File: src/tws_pkg.sv
// shared types and constants of the timing wheel event scheduler
`timescale 1ns / 1ps

package tws_pkg;

    // default wheel geometry
    localparam int WHEEL_SLOTS_DEF  = 8;
    localparam int BUCKET_DEPTH_DEF = 8;

    // most fired results given for one process command
    localparam int MAX_RESULTS = 8;

    // command codes
    localparam logic ACT_ADD     = 1'b0;
    localparam logic ACT_PROCESS = 1'b1;

    // result status codes
    localparam logic [1:0] ST_ACCEPTED = 2'd0;
    localparam logic [1:0] ST_DROPPED  = 2'd1;
    localparam logic [1:0] ST_FIRED    = 2'd2;

    // input command
    typedef struct packed {
        logic        action;
        logic [31:0] tick_time;
        logic [15:0] event_id;
    } t_item;

    // one result
    typedef struct packed {
        logic [1:0]  status;
        logic [15:0] fired_id;
        logic [31:0] fired_time;
        logic        last;
    } t_result;

    // one stored wheel entry
    typedef struct packed {
        logic [31:0] due;
        logic [15:0] id;
    } t_entry;

endpackage

File: src/tws_ram.sv
// generic single write port ram with one registered read port
`timescale 1ns / 1ps

module tws_ram #(
    parameter int WIDTH = 8,
    parameter int DEPTH = 16
) (
    input  logic                     i_clk,
    input  logic                     i_we,
    input  logic [$clog2(DEPTH)-1:0] i_waddr,
    input  logic [WIDTH-1:0]         i_wdata,
    input  logic [$clog2(DEPTH)-1:0] i_raddr,
    output logic [WIDTH-1:0]         o_rdata
);

    logic [WIDTH-1:0] r_mem [DEPTH];
    logic [WIDTH-1:0] r_rdata;

    // write port and registered read
    always_ff @(posedge i_clk) begin
        if (i_we) begin
            r_mem[i_waddr] <= i_wdata;
        end
        r_rdata <= r_mem[i_raddr];
    end

    assign o_rdata = r_rdata;

endmodule

File: src/timer_wheel_event_scheduler.sv
// top level of the hashed timing wheel event scheduler
`timescale 1ns / 1ps

// Usage: a command on i_item is taken at a rising edge with start high and
// busy low. An add command (action 0) stores (tick_time, event_id) in slot
// tick_time mod WHEEL_SLOTS and gives one result, accepted or dropped when
// the slot already holds BUCKET_DEPTH entries. A process command (action 1)
// pops entries from the front of slot tick_time mod WHEEL_SLOTS while the
// front entry is due, at most eight, and gives one fired result per pop;
// nothing due gives no result. Each result shows on o_result for one cycle
// with o_result_strobe high, and o_result.last marks the final result of a
// command. The receiver cannot stall; results come at most one per cycle.
// Timing: with a power-of-two WHEEL_SLOTS the slot is the low time bits;
// otherwise a reciprocal multiply and then a subtract find it. Then the slot
// pointer ram is read. An add then writes its entry and registers an
// accepted result; a full slot gives its dropped result from the slot
// pointer read. Each pop is an entry ram read, then a compare against the
// current time; the final result comes from a flush state after the last
// pop, or from the compare that finds a front entry not yet due. Busy drops
// in the cycle the final result shows; an empty slot frees the block as soon
// as the slot pointers are read. After reset a clearing pass zeroes them all.

module timer_wheel_event_scheduler
    import tws_pkg::*;
#(
    parameter int WHEEL_SLOTS  = WHEEL_SLOTS_DEF,
    parameter int BUCKET_DEPTH = BUCKET_DEPTH_DEF
) (
    input  logic    i_clk,
    input  logic    i_rst_n,
    input  logic    start,
    output logic    busy,
    input  t_item   i_item,
    output t_result o_result,
    output logic    o_result_strobe
);

    localparam int  SLOT_W  = $clog2(WHEEL_SLOTS);
    localparam int  ENTRIES = WHEEL_SLOTS * BUCKET_DEPTH;
    localparam int  ADDR_W  = $clog2(ENTRIES);
    localparam int  HEAD_W  = (BUCKET_DEPTH > 1) ? $clog2(BUCKET_DEPTH) : 1;
    localparam int  CNT_W   = $clog2(BUCKET_DEPTH + 1);
    localparam int  SUM_W   = CNT_W + 1;
    localparam int  META_W  = HEAD_W + CNT_W;
    localparam int  NF_W    = $clog2(MAX_RESULTS + 1);
    localparam int  ENT_W   = $bits(t_entry);
    localparam bit  IS_POW2 = (WHEEL_SLOTS & (WHEEL_SLOTS - 1)) == 0;
    // reciprocal of the slot count, rounded up, exact for any 32-bit time
    localparam int  MOD_SH  = 32 + SLOT_W;
    localparam logic [32:0] RECIP = 33'(((64'd1 << MOD_SH) + 64'(WHEEL_SLOTS) - 64'd1)
                                        / 64'(WHEEL_SLOTS));

    typedef enum logic [3:0] {
        S_CLEAR,
        S_IDLE,
        S_MOD,
        S_MOD_SUB,
        S_META_RD,
        S_META,
        S_ADD_WR,
        S_POP_RD,
        S_POP_CHK,
        S_FLUSH
    } t_state;

    t_state              r_state, n_state;
    t_item               r_item, n_item;
    logic [SLOT_W-1:0]   r_clr, n_clr;
    logic [SLOT_W-1:0]   r_slot, n_slot;
    logic [SLOT_W-1:0]   r_quo, n_quo;
    logic [ADDR_W-1:0]   r_base, n_base;
    logic [ADDR_W-1:0]   r_addr, n_addr;
    logic [HEAD_W-1:0]   r_head, n_head;
    logic [CNT_W-1:0]    r_count, n_count;
    logic [NF_W-1:0]     r_nfire, n_nfire;
    t_entry              r_pend, n_pend;
    logic                r_pend_v, n_pend_v;
    t_result             r_res, n_res;
    logic                r_res_v, n_res_v;

    // ram control
    logic                meta_we;
    logic [SLOT_W-1:0]   meta_waddr;
    logic [META_W-1:0]   meta_wdata;
    logic [META_W-1:0]   meta_rdata;
    logic                ent_we;
    logic [ENT_W-1:0]    ent_rdata;
    t_entry              ent_new;
    t_entry              ent_rd;

    // helper values
    logic [64:0]         mod_prod;
    logic [SLOT_W-1:0]   mod_qm;
    logic [HEAD_W-1:0]   meta_head;
    logic [CNT_W-1:0]    meta_count;
    logic [SUM_W-1:0]    pos_sum;
    logic [HEAD_W-1:0]   pos_wr;
    logic [HEAD_W-1:0]   head_inc;
    logic                due_now;

    // slot pointer ram: head and fill count per slot
    tws_ram #(
        .WIDTH (META_W),
        .DEPTH (WHEEL_SLOTS)
    ) u_meta_ram (
        .i_clk   (i_clk),
        .i_we    (meta_we),
        .i_waddr (meta_waddr),
        .i_wdata (meta_wdata),
        .i_raddr (r_slot),
        .o_rdata (meta_rdata)
    );

    // entry ram: due time and id, one bucket per slot
    tws_ram #(
        .WIDTH (ENT_W),
        .DEPTH (ENTRIES)
    ) u_entry_ram (
        .i_clk   (i_clk),
        .i_we    (ent_we),
        .i_waddr (r_addr),
        .i_wdata (ent_new),
        .i_raddr (r_addr),
        .o_rdata (ent_rdata)
    );

    assign ent_new.due = r_item.tick_time;
    assign ent_new.id  = r_item.event_id;
    assign ent_rd      = t_entry'(ent_rdata);
    assign meta_head   = meta_rdata[META_W-1:CNT_W];
    assign meta_count  = meta_rdata[CNT_W-1:0];

    // quotient by reciprocal multiply, then low bits of quotient times slot count
    assign mod_prod = {33'd0, r_item.tick_time} * {32'd0, RECIP};
    assign mod_qm   = r_quo * SLOT_W'(WHEEL_SLOTS);

    // write position of an add, wrapped inside the bucket
    always_comb begin
        pos_sum = SUM_W'(meta_head) + SUM_W'(meta_count);
        if (pos_sum >= SUM_W'(BUCKET_DEPTH)) begin
            pos_sum = pos_sum - SUM_W'(BUCKET_DEPTH);
        end
        pos_wr = pos_sum[HEAD_W-1:0];
    end

    // head after one pop
    assign head_inc = (r_head == HEAD_W'(BUCKET_DEPTH - 1)) ? '0 : r_head + 1'b1;

    // front entry due at the current time
    assign due_now = ent_rd.due <= r_item.tick_time;

    // sequencer next state
    always_comb begin
        n_state    = r_state;
        n_item     = r_item;
        n_clr      = r_clr;
        n_slot     = r_slot;
        n_quo      = r_quo;
        n_base     = r_base;
        n_addr     = r_addr;
        n_head     = r_head;
        n_count    = r_count;
        n_nfire    = r_nfire;
        n_pend     = r_pend;
        n_pend_v   = r_pend_v;
        n_res      = r_res;
        n_res_v    = 1'b0;
        meta_we    = 1'b0;
        meta_waddr = r_slot;
        meta_wdata = {r_head, r_count};
        ent_we     = 1'b0;

        case (r_state)
            // zero the slot pointers after reset
            S_CLEAR: begin
                meta_we    = 1'b1;
                meta_waddr = r_clr;
                meta_wdata = '0;
                n_clr      = r_clr + 1'b1;
                if (r_clr == SLOT_W'(WHEEL_SLOTS - 1)) begin
                    n_state = S_IDLE;
                end
            end

            // take a command
            S_IDLE: begin
                if (start) begin
                    n_item = i_item;
                    if (IS_POW2) begin
                        n_slot  = i_item.tick_time[SLOT_W-1:0];
                        n_state = S_META_RD;
                    end else begin
                        n_state = S_MOD;
                    end
                end
            end

            // quotient of the time by the slot count
            S_MOD: begin
                n_quo   = mod_prod[MOD_SH +: SLOT_W];
                n_state = S_MOD_SUB;
            end

            // remainder from the low bits of time and quotient product
            S_MOD_SUB: begin
                n_slot  = r_item.tick_time[SLOT_W-1:0] - mod_qm;
                n_state = S_META_RD;
            end

            // slot pointer read in flight, bucket base address
            S_META_RD: begin
                n_base  = ADDR_W'(r_slot) * ADDR_W'(BUCKET_DEPTH);
                n_state = S_META;
            end

            // slot pointers available
            S_META: begin
                n_head  = meta_head;
                n_count = meta_count;
                if (r_item.action == ACT_ADD) begin
                    if (meta_count >= CNT_W'(BUCKET_DEPTH)) begin
                        n_res.status     = ST_DROPPED;
                        n_res.fired_id   = r_item.event_id;
                        n_res.fired_time = r_item.tick_time;
                        n_res.last       = 1'b1;
                        n_res_v          = 1'b1;
                        n_state          = S_IDLE;
                    end else begin
                        n_addr  = r_base + ADDR_W'(pos_wr);
                        n_state = S_ADD_WR;
                    end
                end else begin
                    if (meta_count == '0) begin
                        n_state = S_IDLE;
                    end else begin
                        n_addr   = r_base + ADDR_W'(meta_head);
                        n_nfire  = '0;
                        n_pend_v = 1'b0;
                        n_state  = S_POP_RD;
                    end
                end
            end

            // store the new entry and bump the fill count
            S_ADD_WR: begin
                ent_we           = 1'b1;
                meta_we          = 1'b1;
                meta_wdata       = {r_head, r_count + 1'b1};
                n_res.status     = ST_ACCEPTED;
                n_res.fired_id   = r_item.event_id;
                n_res.fired_time = r_item.tick_time;
                n_res.last       = 1'b1;
                n_res_v          = 1'b1;
                n_state          = S_IDLE;
            end

            // front entry read in flight
            S_POP_RD: begin
                n_state = S_POP_CHK;
            end

            // pop the front entry if due; a fired entry is held as pending so
            // that its last flag is known when it goes out
            S_POP_CHK: begin
                if (due_now) begin
                    if (r_pend_v) begin
                        n_res.status     = ST_FIRED;
                        n_res.fired_id   = r_pend.id;
                        n_res.fired_time = r_pend.due;
                        n_res.last       = 1'b0;
                        n_res_v          = 1'b1;
                    end
                    n_pend   = ent_rd;
                    n_pend_v = 1'b1;
                    n_head   = head_inc;
                    n_count  = r_count - 1'b1;
                    n_nfire  = r_nfire + 1'b1;
                    if (r_nfire == NF_W'(MAX_RESULTS - 1) || r_count == CNT_W'(1)) begin
                        n_state = S_FLUSH;
                    end else begin
                        n_addr  = r_base + ADDR_W'(head_inc);
                        n_state = S_POP_RD;
                    end
                end else begin
                    if (r_pend_v) begin
                        n_res.status     = ST_FIRED;
                        n_res.fired_id   = r_pend.id;
                        n_res.fired_time = r_pend.due;
                        n_res.last       = 1'b1;
                        n_res_v          = 1'b1;
                    end
                    n_pend_v = 1'b0;
                    meta_we  = 1'b1;
                    n_state  = S_IDLE;
                end
            end

            // hand out the final fired entry and save the slot pointers
            S_FLUSH: begin
                n_res.status     = ST_FIRED;
                n_res.fired_id   = r_pend.id;
                n_res.fired_time = r_pend.due;
                n_res.last       = 1'b1;
                n_res_v          = 1'b1;
                n_pend_v         = 1'b0;
                meta_we          = 1'b1;
                n_state          = S_IDLE;
            end

            default: begin
                n_state = S_IDLE;
            end
        endcase
    end

    // state and registered outputs
    always_ff @(posedge i_clk) begin
        if (!i_rst_n) begin
            r_state  <= S_CLEAR;
            r_clr    <= '0;
            r_pend_v <= 1'b0;
            r_res_v  <= 1'b0;
        end else begin
            r_state  <= n_state;
            r_clr    <= n_clr;
            r_pend_v <= n_pend_v;
            r_res_v  <= n_res_v;
        end
        r_item  <= n_item;
        r_slot  <= n_slot;
        r_quo   <= n_quo;
        r_base  <= n_base;
        r_addr  <= n_addr;
        r_head  <= n_head;
        r_count <= n_count;
        r_nfire <= n_nfire;
        r_pend  <= n_pend;
        r_res   <= n_res;
    end

    assign busy            = (r_state != S_IDLE);
    assign o_result        = r_res;
    assign o_result_strobe = r_res_v;

endmodule
File: config.mk
export PLATFORM = sky130hd
export DESIGN_NAME = timer_wheel_event_scheduler
export DESIGN_NICKNAME = d
export VERILOG_FILES = /design/src/tws_pkg.sv /design/src/tws_ram.sv /design/src/timer_wheel_event_scheduler.sv
export SDC_FILE = /design/constraint.sdc
export NUM_CORES = 2
export LEC_CHECK = 0
export BUFFER_PORTS_ARGS = -buffer_cell sky130_fd_sc_hd__buf_4
export CORE_MARGIN = 3
export CORE_UTILIZATION = 35
export CTS_CLUSTER_SIZE = 30
export DETAILED_ROUTE_END_ITERATION = 16
export SETUP_SLACK_MARGIN = 0.3
export SYNTH_ARGS = -nofsm -noshare
export SYNTH_HDL_FRONTEND = slang
export SYNTH_HIERARCHICAL = 1
export SYNTH_SLANG_ARGS = --single-unit
File: constraint.sdc
create_clock -name i_clk -period 5.45 [get_ports i_clk]
set_clock_uncertainty 0.1 [all_clocks]
set_input_delay 1.09 -clock i_clk [delete_from_list [all_inputs] [get_ports i_clk]]
set_output_delay 1.09 -clock i_clk [all_outputs]
set_load 0.03 [all_outputs]
==> results.tsv <==
stage	metric	value	unit
synth	simple-gate share of the synthesized area	0.0162	
synth	Async SR Flop Fraction	0	
synth	Synth Area in XOR/XNOR	0.000551	
finish	commonest non-fill, non-tap cell in the layout	edfxtp_1	
power	total power	0.0514	W
power	VDD IR max	0.265	mV
setup_path	Setup CP Type	flop to flop	
routing	Post-Route WL	333	mm
finish	synthesis-to-finish area growth	15.3	%
synth	adder-cell share of the synthesized area	0.00419	
sta	Setup TNS	0	ns
setup_path	worst endpoint data arrival time	4.83	ns
cts	post-CTS setup buffers	0	
cts	Root Driver	clkbuf_16	
placement	RD Place Congestion	0.814	
routing	top routing layer in use	met5	
routing	Vias	61400	
synth	multiplexer share of the synthesized area	0.143	
floorplan	Row Count	220	
setup_path	startpoint types	flop	
finish	Final nets	6130	
status	status	finished clean	
synth	Netlist cell types	58	
routing	DR pass1 iterations	6	
synth	Syn Std Cell Area	0.127	sq mm
floorplan	die width	609	microns
cts	Max clock buf depth	4	
synth	Compound-Gate Fraction of Synth Area	0.0321	
cts	CTS Sinks	3363	
floorplan	Die Ht	609	microns
routing	routed length on met1	135	mm
cts	TritonCTS clock tree	yes	
routing	Met3 Routed Length	22.9	mm
power	Power Density	351	mW/mm^2
floorplan	Initial Utilization	0.353	
floorplan	IO Count	105	
setup_path	worst setup path startpoint	r_addr[1]$_DFFE_PP_	
sta	Final Setup Violations	0	
setup_path	Worst Path Max Fanout	16	
cts	H-Tree Depth	5	
setup_path	CP top delay family	compound AO/OA/AOI/OAI gates	
cts	Clk Latency, worst-skew pair	0.89	ns
synth	Mapped Cells	5659	
global_route	antenna violations before repair	10	
sta	Fin. Hold Viols	0	
global_route	grt ovf	0	
sta	final worst-path cycle share	0.786	
sta	Tmin final	4.28	ns
sta	top achievable clock speed	0.234	GHz
synth	top_reg_cell synth	edfxtp_1	
worst_hold_path	HP Class	input port to flop	
global_route	GRT Overall Usage	0.176	
setup_path	critical path, cell by cell	buf_4 > nand2b_2 > buf_4 > o22ai_1 > nor2_1 > a21oi_1 > a221oi_1	
global_route	vias in the first global route	62300	
cts	Reg clk slew, reported paths	0.06	ns
synth	Avg Inst Size Synth	22.5	sq um
setup_path	worst flop-to-flop path startpoint	r_addr[1]$_DFFE_PP_	
routing	DRC errors left	0	
sta	final slew viol count	0	
placement	detailed placement HPWL	186	mm
synth	Post-synth EDFFs	3299	
routing	Initial DRC Count	7544	
setup_path	largest stage delay on the critical path	1.00	ns
global_route	first-pass GRT wire length	473	mm
power	leakage power	45.4	nW
routing	DR vias/cell	5.54	
floorplan	die area	0.370	sq mm
sta	relative slew slack	0.147	
sta	RSZ-0062 raised after global routing	no	
finish	Fillers	31000	
synth	syn nets	5753	
setup_path	WP data required	5.99	ns
worst_hold_path	Min-Delay Startpoint	i_item[48]	
synth	largest family of logic cells by synthesized area	multiplexers	
routing	Antenna Nets Post-Route	0	
floorplan	core area	0.360	sq mm
synth	yosys warns	6	
synth	post-synthesis sequential area ratio	0.790	
cts	Num CTS Buffers	341	
setup_path	critical path capture point type	flop	
routing	Detail Route met2 WL	163	mm
cts	cts hold-fix bufs	0	
finish	most frequent cells in the layout	3,299 x edfxtp_1, 754 x mux4_2, 351 x clkbuf_16	
global_route	largest net degree at the start of global routing	102	
run	max cap viols	0	
routing	DR WL/cell	30.0	microns
finish	share of post-route cells with drive strength above 1	0.270	
setup_path	CP most frequent cell	buf_4	
setup_path	Critical path buffers and inverters	2	
cts	# resized after CTS	0	
sta	worst slew pin tran	1.27	ns
synth	Synth Register Bits	3363	
setup_path	Slowest-stage cell, CP	edfxtp_1	
finish	Util after Layout	0.407	
placement	# port buffers	104	
## layer usage
| layer | global-route usage | up-vias |
|---|---|---|
| li1 | - | 24800 |
| met1 | 0.243 | 33300 |
| met2 | 0.290 | 2719 |
| met3 | 0.0220 | 491 |
| met4 | 0.0584 | 2 |
| met5 | 0 | - |
## cells by family (layout without fill, tap and decap cells)
family	count (synthesis)	count (layout)
multiplexers	854	854
AND/OR/NAND/NOR	464	464
other	0	3
adder cells (fa/ha/maj)	42	42
buffers and inverters	348	997
flip-flops	3363	3363
AO/OA/AOI/OAI	580	580
XOR/XNOR	8	8
## cells in the mapped netlist, types with 7 or more instances
master | number | area, sq um
clkbuf_1 | 115 | 432
a221oi_1 | 84 | 736
nor3_1 | 11 | 55.1
a311oi_1 | 11 | 96.3
a22oi_1 | 73 | 548
a22o_1 | 58 | 508
nand4_1 | 11 | 68.8
a21oi_1 | 93 | 465
mux2_2 | 22 | 248
nand2_1 | 183 | 687
buf_2 | 101 | 505
nor2b_1 | 33 | 206
and2_1 | 7 | 43.8
inv_1 | 42 | 158
nand2b_1 | 18 | 113
o21ai_0 | 58 | 290
nand3_1 | 13 | 65.1
o22ai_1 | 122 | 763
mux2i_1 | 64 | 641
edfxtp_1 | 3299 | 99100
mux4_2 | 754 | 17000
mux4_1 | 14 | 368
a211oi_1 | 33 | 248
buf_6 | 12 | 135
buf_4 | 62 | 465
nor2_1 | 159 | 597
dfxtp_1 | 64 | 1280
buf_1 | 14 | 52.6
o221ai_1 | 28 | 245
ha_1 | 41 | 513
## state kept, by name (all words and copies together), names as in the netlist
| name | count |
|---|---|
| r_item | 1 |
| r_count | 4 |
| u_meta_ram/o_rdata | 7 |
| u_entry_ram/o_rdata | 48 |
| r_pend | 48 |
| u_entry_ram/r_mem | 3072 |
| r_base | 3 |
| u_meta_ram/r_mem | 56 |
| r_nfire | 4 |
| r_addr | 6 |
| r_head | 3 |
| r_slot | 3 |
| o_result | 51 |
| r_clr | 3 |
| o_result_strobe | 1 |
| ent_new | 48 |
| r_pend_v | 1 |
| r_state | 4 |
## cell type report
cell class                      count  area [sq um]  share of cell area
Clock inverter                    174          1810              0.0123
Clock buffer                      441          9300              0.0635
Antenna cell                        3          7.51           0.0000512
Sequential cell                  3363        100000               0.685
Inverter                           42           159             0.00108
Tap cell                         4773          5970              0.0407
Timing Repair Buffer              340          3420              0.0233
Multi-Input combinational cell   1948         25500               0.174
## power breakdown
| part | leakage, nW | internal [W] | switching [W] | total (W) |
|---|---|---|---|---|
| registers | 30.1 | 0.0280 | 0.0000112 | 0.0280 |
| clock network | 5.42 | 0.0137 | 0.00963 | 0.0233 |
| logic | 9.85 | 0.0000464 | 0.0000732 | 0.000120 |
| total | 45.4 | 0.0417 | 0.00971 | 0.0514 |
## path summary, 6_finish.rpt
kind | end | cells past startpoint | slack, ns
max reg2reg | u_entry_ram/o_rdata[41]$_DFF_P_ | 7 | 1.17
max | u_entry_ram/o_rdata[41]$_DFF_P_ | 7 | 1.17
min reg2reg | r_pend[7]$_DFFE_PP_ | 0 | 0.30
min | r_item[48]$_DFFE_PP_ | 1 | 0.30
## worst register-to-register path: stages, from the launching register on
cell and delay [ns]:
edfxtp_1 1.00, buf_4 0.42, nand2b_2 0.63, buf_4 0.40
o22ai_1 0.16, nor2_1 0.15, a21oi_1 0.22, a221oi_1 0.96
## through the flow
stage | setup slack [ns] | area, sq um | hold slack, ns | cells
detailed placement | 1.30 | 135000 | 0.289 | 10500
floorplan | 1.20 | 127000 | 0.286 | 5659
global placement | 1.32 | 135000 | 0.288 | 10500
CTS | 1.27 | 147000 | 0.222 | 11100
global route | 0.998 | 147000 | 0.254 | 11100
finish | 1.17 | 147000 | 0.300 | 11100
Power figures use the tool's default switching activity.
